[src/amqe_pkg.sv]
// Shared types, request codes and row helpers for the adjacency matrix engine.
// No dependencies.
package amqe_pkg;

  localparam int NODES = 32;
  localparam int IDX_W = $clog2(NODES);
  localparam int CNT_W = $clog2(NODES + 1);

  typedef logic [NODES-1:0] row_t;
  typedef logic [IDX_W-1:0] idx_t;
  typedef logic [CNT_W-1:0] cnt_t;

  typedef enum logic [2:0] {
    REQ_INIT   = 3'd0,
    REQ_WRITE  = 3'd1,
    REQ_ANY    = 3'd2,
    REQ_NBR    = 3'd3,
    REQ_THRESH = 3'd4,
    REQ_NEXT   = 3'd5,
    REQ_MAX    = 3'd6
  } req_t;

  function automatic row_t col_mask(input cnt_t n);
    row_t m;
    for (int i = 0; i < NODES; i++) begin
      m[i] = (CNT_W'(i) < n);
    end
    return m;
  endfunction

  function automatic cnt_t pop_count(input row_t v);
    cnt_t c;
    c = '0;
    for (int i = 0; i < NODES; i++) begin
      c = c + CNT_W'(v[i]);
    end
    return c;
  endfunction

  function automatic idx_t low_index(input row_t v);
    idx_t k;
    k = '0;
    for (int i = NODES - 1; i >= 0; i--) begin
      if (v[i]) begin
        k = IDX_W'(i);
      end
    end
    return k;
  endfunction

endpackage

[src/amqe_ram.sv]
// Edge matrix store: one row per entry, one write and one registered read port.
// Depends on amqe_pkg.
module amqe_ram (
  input  logic           clk,
  input  logic           wr_en,
  input  amqe_pkg::idx_t wr_addr,
  input  amqe_pkg::row_t wr_data,
  input  amqe_pkg::idx_t rd_addr,
  output amqe_pkg::row_t rd_data
);
  import amqe_pkg::*;

  row_t mem [NODES];
  row_t rd_data_r;

  always_ff @(posedge clk) begin
    if (wr_en) begin
      mem[wr_addr] <= wr_data;
    end
    rd_data_r <= mem[rd_addr];
  end

  assign rd_data = rd_data_r;

endmodule

[src/adjacency_matrix_query_engine_core.sv]
// Adjacency matrix query engine top level: request sequencer around the row store.
// Depends on amqe_pkg and amqe_ram.
//
// Input channel (in_valid/in_stall) takes one request beat; the output channel
// (out_valid/out_stall) gives result beats, out_last marking the final one.
// One request is worked at a time; in_stall is high until it is finished, and
// a finished beat may still wait in the output register while the next is taken.
// Steps per request, with n the node count in use:
//   init: all 32 rows written, one per cycle; write edge: read, then write back;
//   any / threshold / next row / max degree: a scan of up to n rows (one
//   store read and one popcount per row), then the beat goes out; neighbours:
//   row fetched, then one beat per cycle unless stalled, lowest column first.
// Requests with no result and code 7 give nothing.
// Reset (rst_n low, synchronous) empties the matrix at once through per-row valid
// bits, sets node_count to 32 and drops any pending beat. No clearing pass.
// While out_stall is high the held beat stays and the sequencer waits at its
// next beat. cfg_wr_en writes node_count; write it only while the block is idle.
module adjacency_matrix_query_engine_core (
  input  logic       clk,
  input  logic       rst_n,
  input  logic       cfg_wr_en,
  input  logic [5:0] cfg_wr_data,
  input  logic       in_valid,
  output logic       in_stall,
  input  logic [2:0] in_req_type,
  input  logic [4:0] in_row_index,
  input  logic [4:0] in_col_index,
  input  logic       in_edge_value,
  input  logic [5:0] in_degree_needed,
  output logic       out_valid,
  input  logic       out_stall,
  output logic [5:0] out_result_value,
  output logic       out_found,
  output logic       out_last
);
  import amqe_pkg::*;

  typedef enum logic [2:0] {
    ST_IDLE,
    ST_INIT,
    ST_WR_WB,
    ST_SCAN,
    ST_NB_LOAD,
    ST_NB_EMIT,
    ST_EMIT
  } st_t;

  st_t        state_r;
  req_t       req_r;
  idx_t       row_r;
  idx_t       col_r;
  logic       val_r;
  cnt_t       need_r;
  idx_t       idx_r;
  cnt_t       best_r;
  row_t       bits_r;
  logic       term_r;
  cnt_t       res_value_r;
  logic       res_found_r;
  row_t       row_vld_r;
  logic       vld_q_r;
  cnt_t       node_count_r;
  logic       out_valid_r;
  cnt_t       out_value_r;
  logic       out_found_r;
  logic       out_last_r;

  cnt_t       n_eff;
  cnt_t       n_m1;
  row_t       mask;
  logic       accept;
  logic       out_free;
  logic       beat_go;
  req_t       in_req;
  idx_t       rd_addr;
  row_t       rd_data;
  row_t       raw_row;
  row_t       row_data;
  cnt_t       row_cnt;
  logic       wr_en;
  idx_t       wr_addr;
  row_t       wr_data;
  row_t       col_bit;
  logic       scan_end;
  logic       scan_done;
  cnt_t       scan_value;
  logic       scan_found;
  cnt_t       best_nxt;
  idx_t       lo_idx;
  row_t       bits_nxt;

  always_ff @(posedge clk) begin
    if (!rst_n) begin
      node_count_r <= CNT_W'(NODES);
    end else if (cfg_wr_en) begin
      node_count_r <= cfg_wr_data;
    end
  end

  always_comb begin
    if (node_count_r == '0) begin
      n_eff = CNT_W'(1);
    end else if (node_count_r > CNT_W'(NODES)) begin
      n_eff = CNT_W'(NODES);
    end else begin
      n_eff = node_count_r;
    end
  end

  assign n_m1     = n_eff - CNT_W'(1);
  assign mask     = col_mask(n_eff);
  assign in_stall = (state_r != ST_IDLE);
  assign accept   = in_valid && !in_stall;
  assign out_free = !out_valid_r || !out_stall;
  assign in_req   = req_t'(in_req_type);
  assign beat_go  = out_free && ((state_r == ST_EMIT) ||
                    (state_r == ST_NB_EMIT && (bits_r != '0 || term_r)));

  always_comb begin
    unique case (state_r)
      ST_IDLE: begin
        if (in_req == REQ_ANY || in_req == REQ_THRESH || in_req == REQ_MAX) begin
          rd_addr = '0;
        end else begin
          rd_addr = in_row_index;
        end
      end
      ST_SCAN: rd_addr = idx_r + IDX_W'(1);
      default: rd_addr = row_r;
    endcase
  end

  amqe_ram u_ram (
    .clk     (clk),
    .wr_en   (wr_en),
    .wr_addr (wr_addr),
    .wr_data (wr_data),
    .rd_addr (rd_addr),
    .rd_data (rd_data)
  );

  assign raw_row  = rd_data & {NODES{vld_q_r}};
  assign row_data = raw_row & mask;
  assign row_cnt  = pop_count(row_data);
  assign col_bit  = row_t'(1) << col_r;

  always_comb begin
    wr_en   = 1'b0;
    wr_addr = row_r;
    wr_data = '0;
    if (state_r == ST_INIT) begin
      wr_en   = 1'b1;
      wr_addr = idx_r;
      if ({1'b0, idx_r} < n_eff) begin
        wr_data = mask & ~(row_t'(1) << idx_r);
      end
    end else if (state_r == ST_WR_WB) begin
      wr_en   = 1'b1;
      wr_data = val_r ? (raw_row | col_bit) : (raw_row & ~col_bit);
    end
  end

  assign scan_end = ({1'b0, idx_r} == n_m1);
  assign best_nxt = (row_cnt > best_r) ? row_cnt : best_r;

  always_comb begin
    scan_done  = scan_end;
    scan_value = '0;
    scan_found = 1'b0;
    unique case (req_r)
      REQ_ANY: begin
        scan_found = (row_data != '0);
        scan_done  = scan_end || scan_found;
      end
      REQ_THRESH: begin
        scan_found = (row_cnt >= need_r);
        scan_done  = scan_end || scan_found;
        scan_value = scan_found ? {1'b0, idx_r} : '0;
      end
      REQ_NEXT: begin
        scan_found = (row_data != '0);
        scan_done  = scan_end || scan_found;
        scan_value = scan_found ? {1'b0, idx_r} : '0;
      end
      REQ_MAX: begin
        scan_found = 1'b1;
        scan_value = best_nxt;
      end
      default: begin
        scan_done = 1'b1;
      end
    endcase
  end

  assign lo_idx   = low_index(bits_r);
  assign bits_nxt = bits_r & ~(row_t'(1) << lo_idx);

  always_ff @(posedge clk) begin
    vld_q_r <= row_vld_r[rd_addr];
    if (!rst_n) begin
      state_r     <= ST_IDLE;
      row_vld_r   <= '0;
      out_valid_r <= 1'b0;
    end else begin
      if (wr_en) begin
        row_vld_r[wr_addr] <= 1'b1;
      end
      if (beat_go) begin
        out_valid_r <= 1'b1;
      end else if (!out_stall) begin
        out_valid_r <= 1'b0;
      end
      unique case (state_r)
        ST_IDLE: begin
          if (accept) begin
            req_r  <= in_req;
            row_r  <= in_row_index;
            col_r  <= in_col_index;
            val_r  <= in_edge_value;
            need_r <= in_degree_needed;
            idx_r  <= (in_req == REQ_NEXT) ? in_row_index : '0;
            best_r <= '0;
            unique case (in_req)
              REQ_INIT: state_r <= ST_INIT;
              REQ_WRITE: begin
                if ({1'b0, in_row_index} < n_eff && {1'b0, in_col_index} < n_eff) begin
                  state_r <= ST_WR_WB;
                end
              end
              REQ_ANY, REQ_THRESH, REQ_MAX: state_r <= ST_SCAN;
              REQ_NEXT: begin
                if ({1'b0, in_row_index} < n_eff) begin
                  state_r <= ST_SCAN;
                end else begin
                  res_value_r <= '0;
                  res_found_r <= 1'b0;
                  state_r     <= ST_EMIT;
                end
              end
              REQ_NBR: state_r <= ST_NB_LOAD;
              default: state_r <= ST_IDLE;
            endcase
          end
        end
        ST_INIT: begin
          idx_r <= idx_r + IDX_W'(1);
          if (idx_r == IDX_W'(NODES - 1)) begin
            state_r <= ST_IDLE;
          end
        end
        ST_WR_WB: state_r <= ST_IDLE;
        ST_SCAN: begin
          idx_r  <= idx_r + IDX_W'(1);
          best_r <= best_nxt;
          if (scan_done) begin
            res_value_r <= scan_value;
            res_found_r <= scan_found;
            state_r     <= ST_EMIT;
          end
        end
        ST_NB_LOAD: begin
          if ({1'b0, row_r} < n_eff) begin
            bits_r <= row_data;
            term_r <= (row_cnt != n_m1);
          end else begin
            bits_r <= '0;
            term_r <= (n_m1 != '0);
          end
          state_r <= ST_NB_EMIT;
        end
        ST_NB_EMIT: begin
          if (out_free) begin
            if (bits_r != '0) begin
              out_value_r <= {1'b0, lo_idx};
              out_found_r <= 1'b1;
              out_last_r  <= (bits_nxt == '0) && !term_r;
              bits_r      <= bits_nxt;
              if (bits_nxt == '0 && !term_r) begin
                state_r <= ST_IDLE;
              end
            end else if (term_r) begin
              out_value_r <= '0;
              out_found_r <= 1'b0;
              out_last_r  <= 1'b1;
              state_r     <= ST_IDLE;
            end else begin
              state_r <= ST_IDLE;
            end
          end
        end
        ST_EMIT: begin
          if (out_free) begin
            out_value_r <= res_value_r;
            out_found_r <= res_found_r;
            out_last_r  <= 1'b1;
            state_r     <= ST_IDLE;
          end
        end
        default: state_r <= ST_IDLE;
      endcase
    end
  end

  assign out_valid        = out_valid_r;
  assign out_result_value = out_value_r;
  assign out_found        = out_found_r;
  assign out_last         = out_last_r;

endmodule

[config.mk]
export PLATFORM = sky130hd
export DESIGN_NAME = adjacency_matrix_query_engine_core
export DESIGN_NICKNAME = d
export VERILOG_FILES = /design/src/amqe_pkg.sv /design/src/amqe_ram.sv /design/src/adjacency_matrix_query_engine_core.sv
export SDC_FILE = /design/constraint.sdc
export NUM_CORES = 2
export LEC_CHECK = 0
export BUFFER_PORTS_ARGS = -buffer_cell sky130_fd_sc_hd__buf_2
export CORE_MARGIN = 1.5
export CORE_UTILIZATION = 39
export CTS_BUF_LIST = sky130_fd_sc_hd__clkbuf_4
export CTS_CLUSTER_SIZE = 24
export DETAILED_ROUTE_END_ITERATION = 6
export PLACE_DENSITY = 0.58
export SYNTH_ARGS = -nofsm -noshare
export SYNTH_HDL_FRONTEND = slang
export SYNTH_SLANG_ARGS = --single-unit
[constraint.sdc]
create_clock -name clk -period 11.64 [get_ports clk]
set_input_delay 2.328 -clock clk [delete_from_list [all_inputs] [get_ports clk]]
set_output_delay 2.328 -clock clk [all_outputs]
set_load 0.01 [all_outputs]
# After elaboration in Yosys (flattened, before gate mapping)
# Memories as Yosys holds them, arrays and structs flattened. A register that Yosys moved wholly into a read port is not among the register bits.
# Index checks and enable logic that the tools add are counted.
# op_classes
bitwise_logic,10
eq_ne,31
mux,103
add_sub_neg,33
n_lt_le_gt_ge,42
n_reduce_logical,40
n_shift,3
# op_table
operator,n
2-to-1 mux 32 bit,7
2-to-1 mux 5 bit,38
AND 32 bit,5
adder 6 x 1 -> 6 bit,26
"< comparator 5 x 6 -> 1 bit, first input constant",16
NOT 32 bit,3
"<< shifter 1 x 5 -> 32 bit, first input constant",3
2-to-1 mux 6 bit,12
OR 32 bit,2
case mux 32 bit (2 select lines),1
nonzero test 32 bit,2
"< comparator 4 x 6 -> 1 bit, first input constant",8
case mux 6 bit (2 select lines),3
logical NOT 32 bit,1
"== test 3 bit, second input constant",9
2-to-1 mux 3 bit,9
"< comparator 3 x 6 -> 1 bit, first input constant",4
< comparator 5 x 6 -> 1 bit,4
2-to-1 mux 1 bit,21
case mux 5 bit (2 select lines),2
case mux 3 bit (6 select lines),1
case mux 6 bit (3 select lines),1
"== test 3 x 2 -> 1 bit, second input constant",5
case mux 3 bit (5 select lines),1
other kinds (42),78
# word_totals
inputBits,31
register_bits,122
mem_count,1
elab_cells,282
output_inout_bits,10
ram_bits,1024
# mem_list
memory,words,word_bits,read_ports,rd_ports_with_merged_regs,wr,line,rtl
u_ram.mem,32,32,1,1,1,amqe_ram.sv:13,row_t mem [NODES];

# Logic depth before layout (Yosys ltp)
# depth
ltp_word,41
depth_mapped,34
mapped_depth_nobuf,31

# By module
# A second synthesis with hierarchy kept.
# hier_totals
hier_cells,3452
area_unflattened_um2,50380.8
# by_module_without_submodules
mod,seq_area_each_um2,instances,area_each_um2,cells_each
amqe_ram,31390.1,1,40491.3,2260
adjacency_matrix_query_engine_core,3233.1,1,9889.5,1192

# Worst setup path before layout
# Ideal clock, no wire load.
# synth_path
path_kind,reg2reg
startpoint,register node_count_r[5]
endpoint,register res_value_r[0] (data pin)
setup_slack_ns,3.232
n_path_buf,6
arrival_time_ns,8.141
required_time_ns,11.373
setup_time_ns,0.267
period_less_slack_ns,8.408
path_stages_with_launch,31
cell_sequence,dfxtp_1 > buf_6 > buf_2 > buf_2 > clkbuf_1 > clkbuf_1 > nand2b_1 > ha_1 > clkbuf_1 > nand2_1 > or2_2 > a21boi_0 > nand3_1 > fa_1 > fa_1 > fa_1 > fa_1 > fa_1 > fa_1 > inv_1 > ha_1 > fa_1 > a21o_1 > a21oi_1 > xnor2_1 > ha_1 > and4_1 > a31oi_1 > mux2i_1 > a2bb2oi_1 > nor2_1
# synth_between
elab_chain_cells,41
elab_cells_between_ends,77
classes_between,add/sub (31); order compare (35); mux (8); bitwise (1); reduce/logical (2)
# synth_rtl
item,line,rtl
start: declaration,adjacency_matrix_query_engine_core.sv:62,cnt_t node_count_r;
start signal: assignment,adjacency_matrix_query_engine_core.sv:94,node_count_r <= CNT_W'(NODES);
start signal: assignment,adjacency_matrix_query_engine_core.sv:96,node_count_r <= cfg_wr_data;
greater-than comparator 6 bit,adjacency_matrix_query_engine_core.sv:103,end else if (node_count_r > CNT_W'(NODES)) begin
2-to-1 mux 6 bit,adjacency_matrix_query_engine_core.sv:103,
2-to-1 mux 6 bit (*),adjacency_matrix_query_engine_core.sv:101,if (node_count_r == '0) begin
< comparator 1 x 6 -> 1 bit,amqe_pkg.sv:26,m[i] = (CNT_W'(i) < n);
AND 32 bit (*),adjacency_matrix_query_engine_core.sv:143,assign row_data = raw_row & mask;
adder 1 x 1 -> 2 bit,amqe_pkg.sv:35,c = c + CNT_W'(v[i]);
adder 2 x 1 -> 3 bit,amqe_pkg.sv:35,
adder 3 x 1 -> 4 bit,amqe_pkg.sv:35,
adder 4 x 1 -> 5 bit,amqe_pkg.sv:35,
adder 5 x 1 -> 6 bit,amqe_pkg.sv:35,
adder 6 x 1 -> 6 bit (26 in series),amqe_pkg.sv:35,
greater-than comparator 6 bit / >= comparator 6 bit (equally long branches),"adjacency_matrix_query_engine_core.sv:164, adjacency_matrix_query_engine_core.sv:176",
2-to-1 mux 6 bit / 2-to-1 mux 5 bit (equally long branches),"adjacency_matrix_query_engine_core.sv:164, adjacency_matrix_query_engine_core.sv:178",
case mux 6 bit (3 select lines) (*),adjacency_matrix_query_engine_core.sv:170,unique case (req_r)
2-to-1 mux 6 bit (*),adjacency_matrix_query_engine_core.sv:255,if (scan_done) begin
case mux 6 bit (2 select lines) (*),adjacency_matrix_query_engine_core.sv:213,unique case (state_r)
end signal: assignment,adjacency_matrix_query_engine_core.sv:256,res_value_r <= scan_value;
end: declaration,adjacency_matrix_query_engine_core.sv:58,cnt_t res_value_r;
# Mark *: on every way between the ends. The rest lies on a longest branch, timed or not. The select of a mux whose other input is x is not followed.
# A chain may end at the register's enable or synchronous reset.

# Worst setup path after layout
# layout_path
startpoint,register node_count_r[4]
endpoint,register res_value_r[0] (data pin)
# The elaborated chain is that of the path after synthesis.

==> metrics.txt <==
largest net degree at the start of global routing about 150; global-route wire length before repair between 200000 and 250000 µm; Die ar. between 0.1 and 0.15 mm²; hpwl dp 85670 µm; P per Cell Area about 300 mW/mm²; clk buf depth 4; antenna violations before repair 6; hold path depth 2; Setup Skew 0.09387 ns; via/cell ratio about 5.7; WL per Instance around 25 µm; reg2reg end res_value_r[0]; root buf cell clkbuf_4; Worst-path clk slew ~0.07 ns; I/O Pins just over 40; die width 364.5 µm; Worst Max-Slew Pin Slew 1.370 ns; Post-synth ARST share 0; Post-Syn Area per Cell approximately 12 µm²; grt peak-use layer met2; Num CTS Buffers ~330; flop-to-flop setup slack 2.47 ns; min Tclk post-route around 9.2 ns; failing checks design-rule violations; routing usage on met3 0.04279; Post-synth EDFFs roughly 1100; Post-Synthesis Cells about 4300; layout cells sized above 1 0.1536; total of max-cap violations 0; Primary FF master, synth edfxtp_1; gr usage total 0.2374; Port-buffer cells 40; setup violators final 0; RSZ-0062 raised after global routing false; type of the most critical hold path reg -> reg; setup_tns 0 ns; Antenna Nets Post-Route 0; syn_nets 4378; Hold Path Sink row_vld_r[23]; H-tree Lvls 5; M2 GR Usage 0.3740; clk_lat worst skew roughly 1.2 ns; grt met1 use 0.3278; reg2reg start node_count_r[4]; Unique masters post-synth 90; crit path DAT roughly 10 ns; hold-fix buffers at CTS 0; DRC Markers 5; vias in the first global route between 30000 and 40000; Iteration-0 DRC Markers 3895; Gates resized, CTS repair 0; vias around 36000; worst rel slew slack 0.08671; Layout area overhead 12.62%; setup bufs post-CTS 0; final hold vios 0; status complete, but fails checks; leakage 20.38 nW; final wirelength ~160000 µm; core area 0.1296 mm²; worst vdd rail ir drop a little over 0.4 mV; placed cell count 5853; worst r2r path cells 27; Layout Cells excl Fill 6385; total gr overflow 0; CTS tree yes; Final GP Congestion around 0.98; Worst setup SP type flop; clock sink total between 1000 and 1500; critical path class reg -> reg; crit-path max FO 23; Final #Nets 4543; drt first pass iters 7; CP required 12.61 ns; Final period util 0.7878; Slew Limit Fails 0; power consumption between 15 and 20 mW; #FFs+latches synth ~1200; sequential share of the synthesized area 0.6792; Initial Util 0.3932; Die H ~360 µm; # rows 132; total number of yosys warnings 0; Mapped Area just over 0.05 mm²; CP endpoint kind flop; max frequency about 0.11 GHz; hold_sp row_vld_r[23]
[worst max path at each step]
stage | start | end
after floorplan | node_count_r[5] | res_value_r[0]
final | node_count_r[4] | res_value_r[0]
after global routing | node_count_r[4] | res_value_r[3]
after global placement | node_count_r[4] | res_value_r[2]
after CTS | node_count_r[4] | res_value_r[2]
after detailed placement | node_count_r[4] | res_value_r[1]
[state kept, by name, summed over array words and instances (netlist names), 6 cells and up]
| signal | count |
|---|---|
| u_ram.mem | 1024 |
| bits_r | 32 |
| row_vld_r | 32 |
| u_ram.rd_data | 32 |
| best_r | 6 |
| need_r | 6 |
| node_count_r | 6 |
| out_result_value | 6 |
| res_value_r | 6 |
[final cells by class]
| class | count | area (µm²) |
|---|---|---|
| clock inverters | 66 | 390.4 |
| clock buffers | 464 | 3483 |
| diodes | 2 | 5.005 |
| multi-input cells | 2746 | 15540 |
| fillers | 11980 | 72240 |
| flip-flops and latches | 1178 | 34620 |
| repair buffers | 125 | 950.9 |
| inverters | 62 | 232.7 |
| well taps | 1742 | 2180 |
[synthesized netlist by cell type, types with 5 or more instances]
library cell | n | area [µm²]
a311oi_1 | 199 | 1743
o311ai_0 | 34 | 297.8
o22ai_1 | 42 | 262.8
nor2b_1 | 20 | 125.1
nand4_1 | 6 | 37.54
xnor2_1 | 5 | 43.79
buf_2 | 42 | 210.2
o211ai_1 | 7 | 52.55
nor3_1 | 26 | 130.1
a21o_1 | 16 | 120.1
or2_2 | 9 | 56.30
fa_1 | 24 | 480.5
buf_6 | 5 | 56.30
a21oi_1 | 36 | 180.2
a21boi_0 | 6 | 45.04
clkbuf_1 | 223 | 837.1
o41ai_1 | 6 | 52.55
dfxtp_1 | 75 | 1501
xor2_1 | 10 | 87.58
nor4b_1 | 6 | 52.55
o31a_1 | 6 | 52.55
mux2i_1 | 12 | 120.1
and2_1 | 8 | 50.05
o32ai_1 | 6 | 52.55
o21ai_0 | 88 | 440.4
nor2_1 | 177 | 664.4
nand3_1 | 396 | 1982
a211oi_1 | 5 | 37.54
nand2b_1 | 24 | 150.1
or3_1 | 10 | 62.56
and3_1 | 146 | 913.4
o21a_1 | 13 | 97.59
ha_1 | 47 | 588.1
edfxtp_1 | 1103 | 33120
o211a_1 | 5 | 50.05
inv_1 | 62 | 232.7
nor4_1 | 13 | 81.33
nand2_1 | 1167 | 4380
a2bb2oi_1 | 5 | 43.79
buf_1 | 18 | 67.56
o31ai_1 | 48 | 360.4
a22oi_1 | 22 | 165.2
a31oi_1 | 15 | 93.84
[worst max-delay path: stages, from the launching register on]
cell and delay (ns):
dfxtp_1 0.87, nor2_1 0.13, a21oi_1 0.39, nor2_1 0.21, inv_1 0.10, ha_1 0.37
nand2_1 0.10, or2_2 0.32, a21boi_0 0.16, nand3_1 0.21, fa_1 0.47, fa_1 0.52
fa_1 0.52, fa_1 0.57, fa_1 0.44, fa_1 0.49, inv_1 0.04, ha_1 0.20
fa_1 0.40, a21o_1 0.19, a21oi_1 0.16, xnor2_1 0.30, ha_1 0.35, and4_1 0.15
a31oi_1 0.67, mux2i_1 0.34, a2bb2oi_1 0.18, nor2_1 0.05
[through the flow]
stage / utilization / hold slack [ns] / setup WS (ns) / cell area, µm²
final: 0.4428 / 0.4718 / 2.470 / 57410
after detailed placement: 0.4129 / 0.4594 / 2.581 / 53530
after floorplan: - / 0.4402 / 3.232 / 50980
after CTS: 0.4428 / 0.4734 / 2.568 / 57400
after global routing: 0.4428 / 0.4892 / 2.041 / 57410
after global placement: 0.4129 / 0.4491 / 2.654 / 53530
[layer usage]
metal,up-vias,wire length [µm],share of wire
met2,1669,73930,0.46
met1,18120,67940,0.43
met3,280,12440,0.078
met5,-,26,0.00016
met4,4,4805,0.030
li1,16350,-,-
[where the power goes]
part,switching (mW),total (mW),internal (mW)
combinational,5.36,7.91,2.55
clock,1.66,3.59,1.92
sequential,0.192,5.46,5.27
[layout by cell type (no fill, tap or decap), types with 7 or more instances in the layout]
cell / n
xor2_1: 10
nor3_1: 26
a31oi_1: 11
clkbuf_4: 464
o22ai_1: 22
buf_4: 76
a21oi_1: 35
a21o_1: 16
nor2b_1: 20
o311ai_0: 34
o31ai_1: 46
fa_1: 24
o21a_1: 11
nand2b_1: 24
or3_1: 10
buf_12: 9
a22oi_1: 22
o22ai_2: 20
inv_1: 61
or2_2: 9
mux2i_1: 12
nand3_1: 395
o211ai_1: 7
ha_1: 47
buf_2: 40
and3_1: 145
and2_1: 8
o21ai_0: 85
nand2_1: 1166
nor2_4: 32
clkinv_1: 52
nor2_1: 144
edfxtp_1: 1103
nor4_1: 13
dfxtp_1: 74
a311oi_1: 199
[cell families after synthesis]
group | synth area share
flops | 0.6792
xor+xnor | 0.002577
compound gates | 0.09010
simple gates | 0.1767
fa+ha+maj | 0.02096
mux | 0.002577
buf+inv | 0.02783
Note: power is estimated with default switching activity, not from simulation.
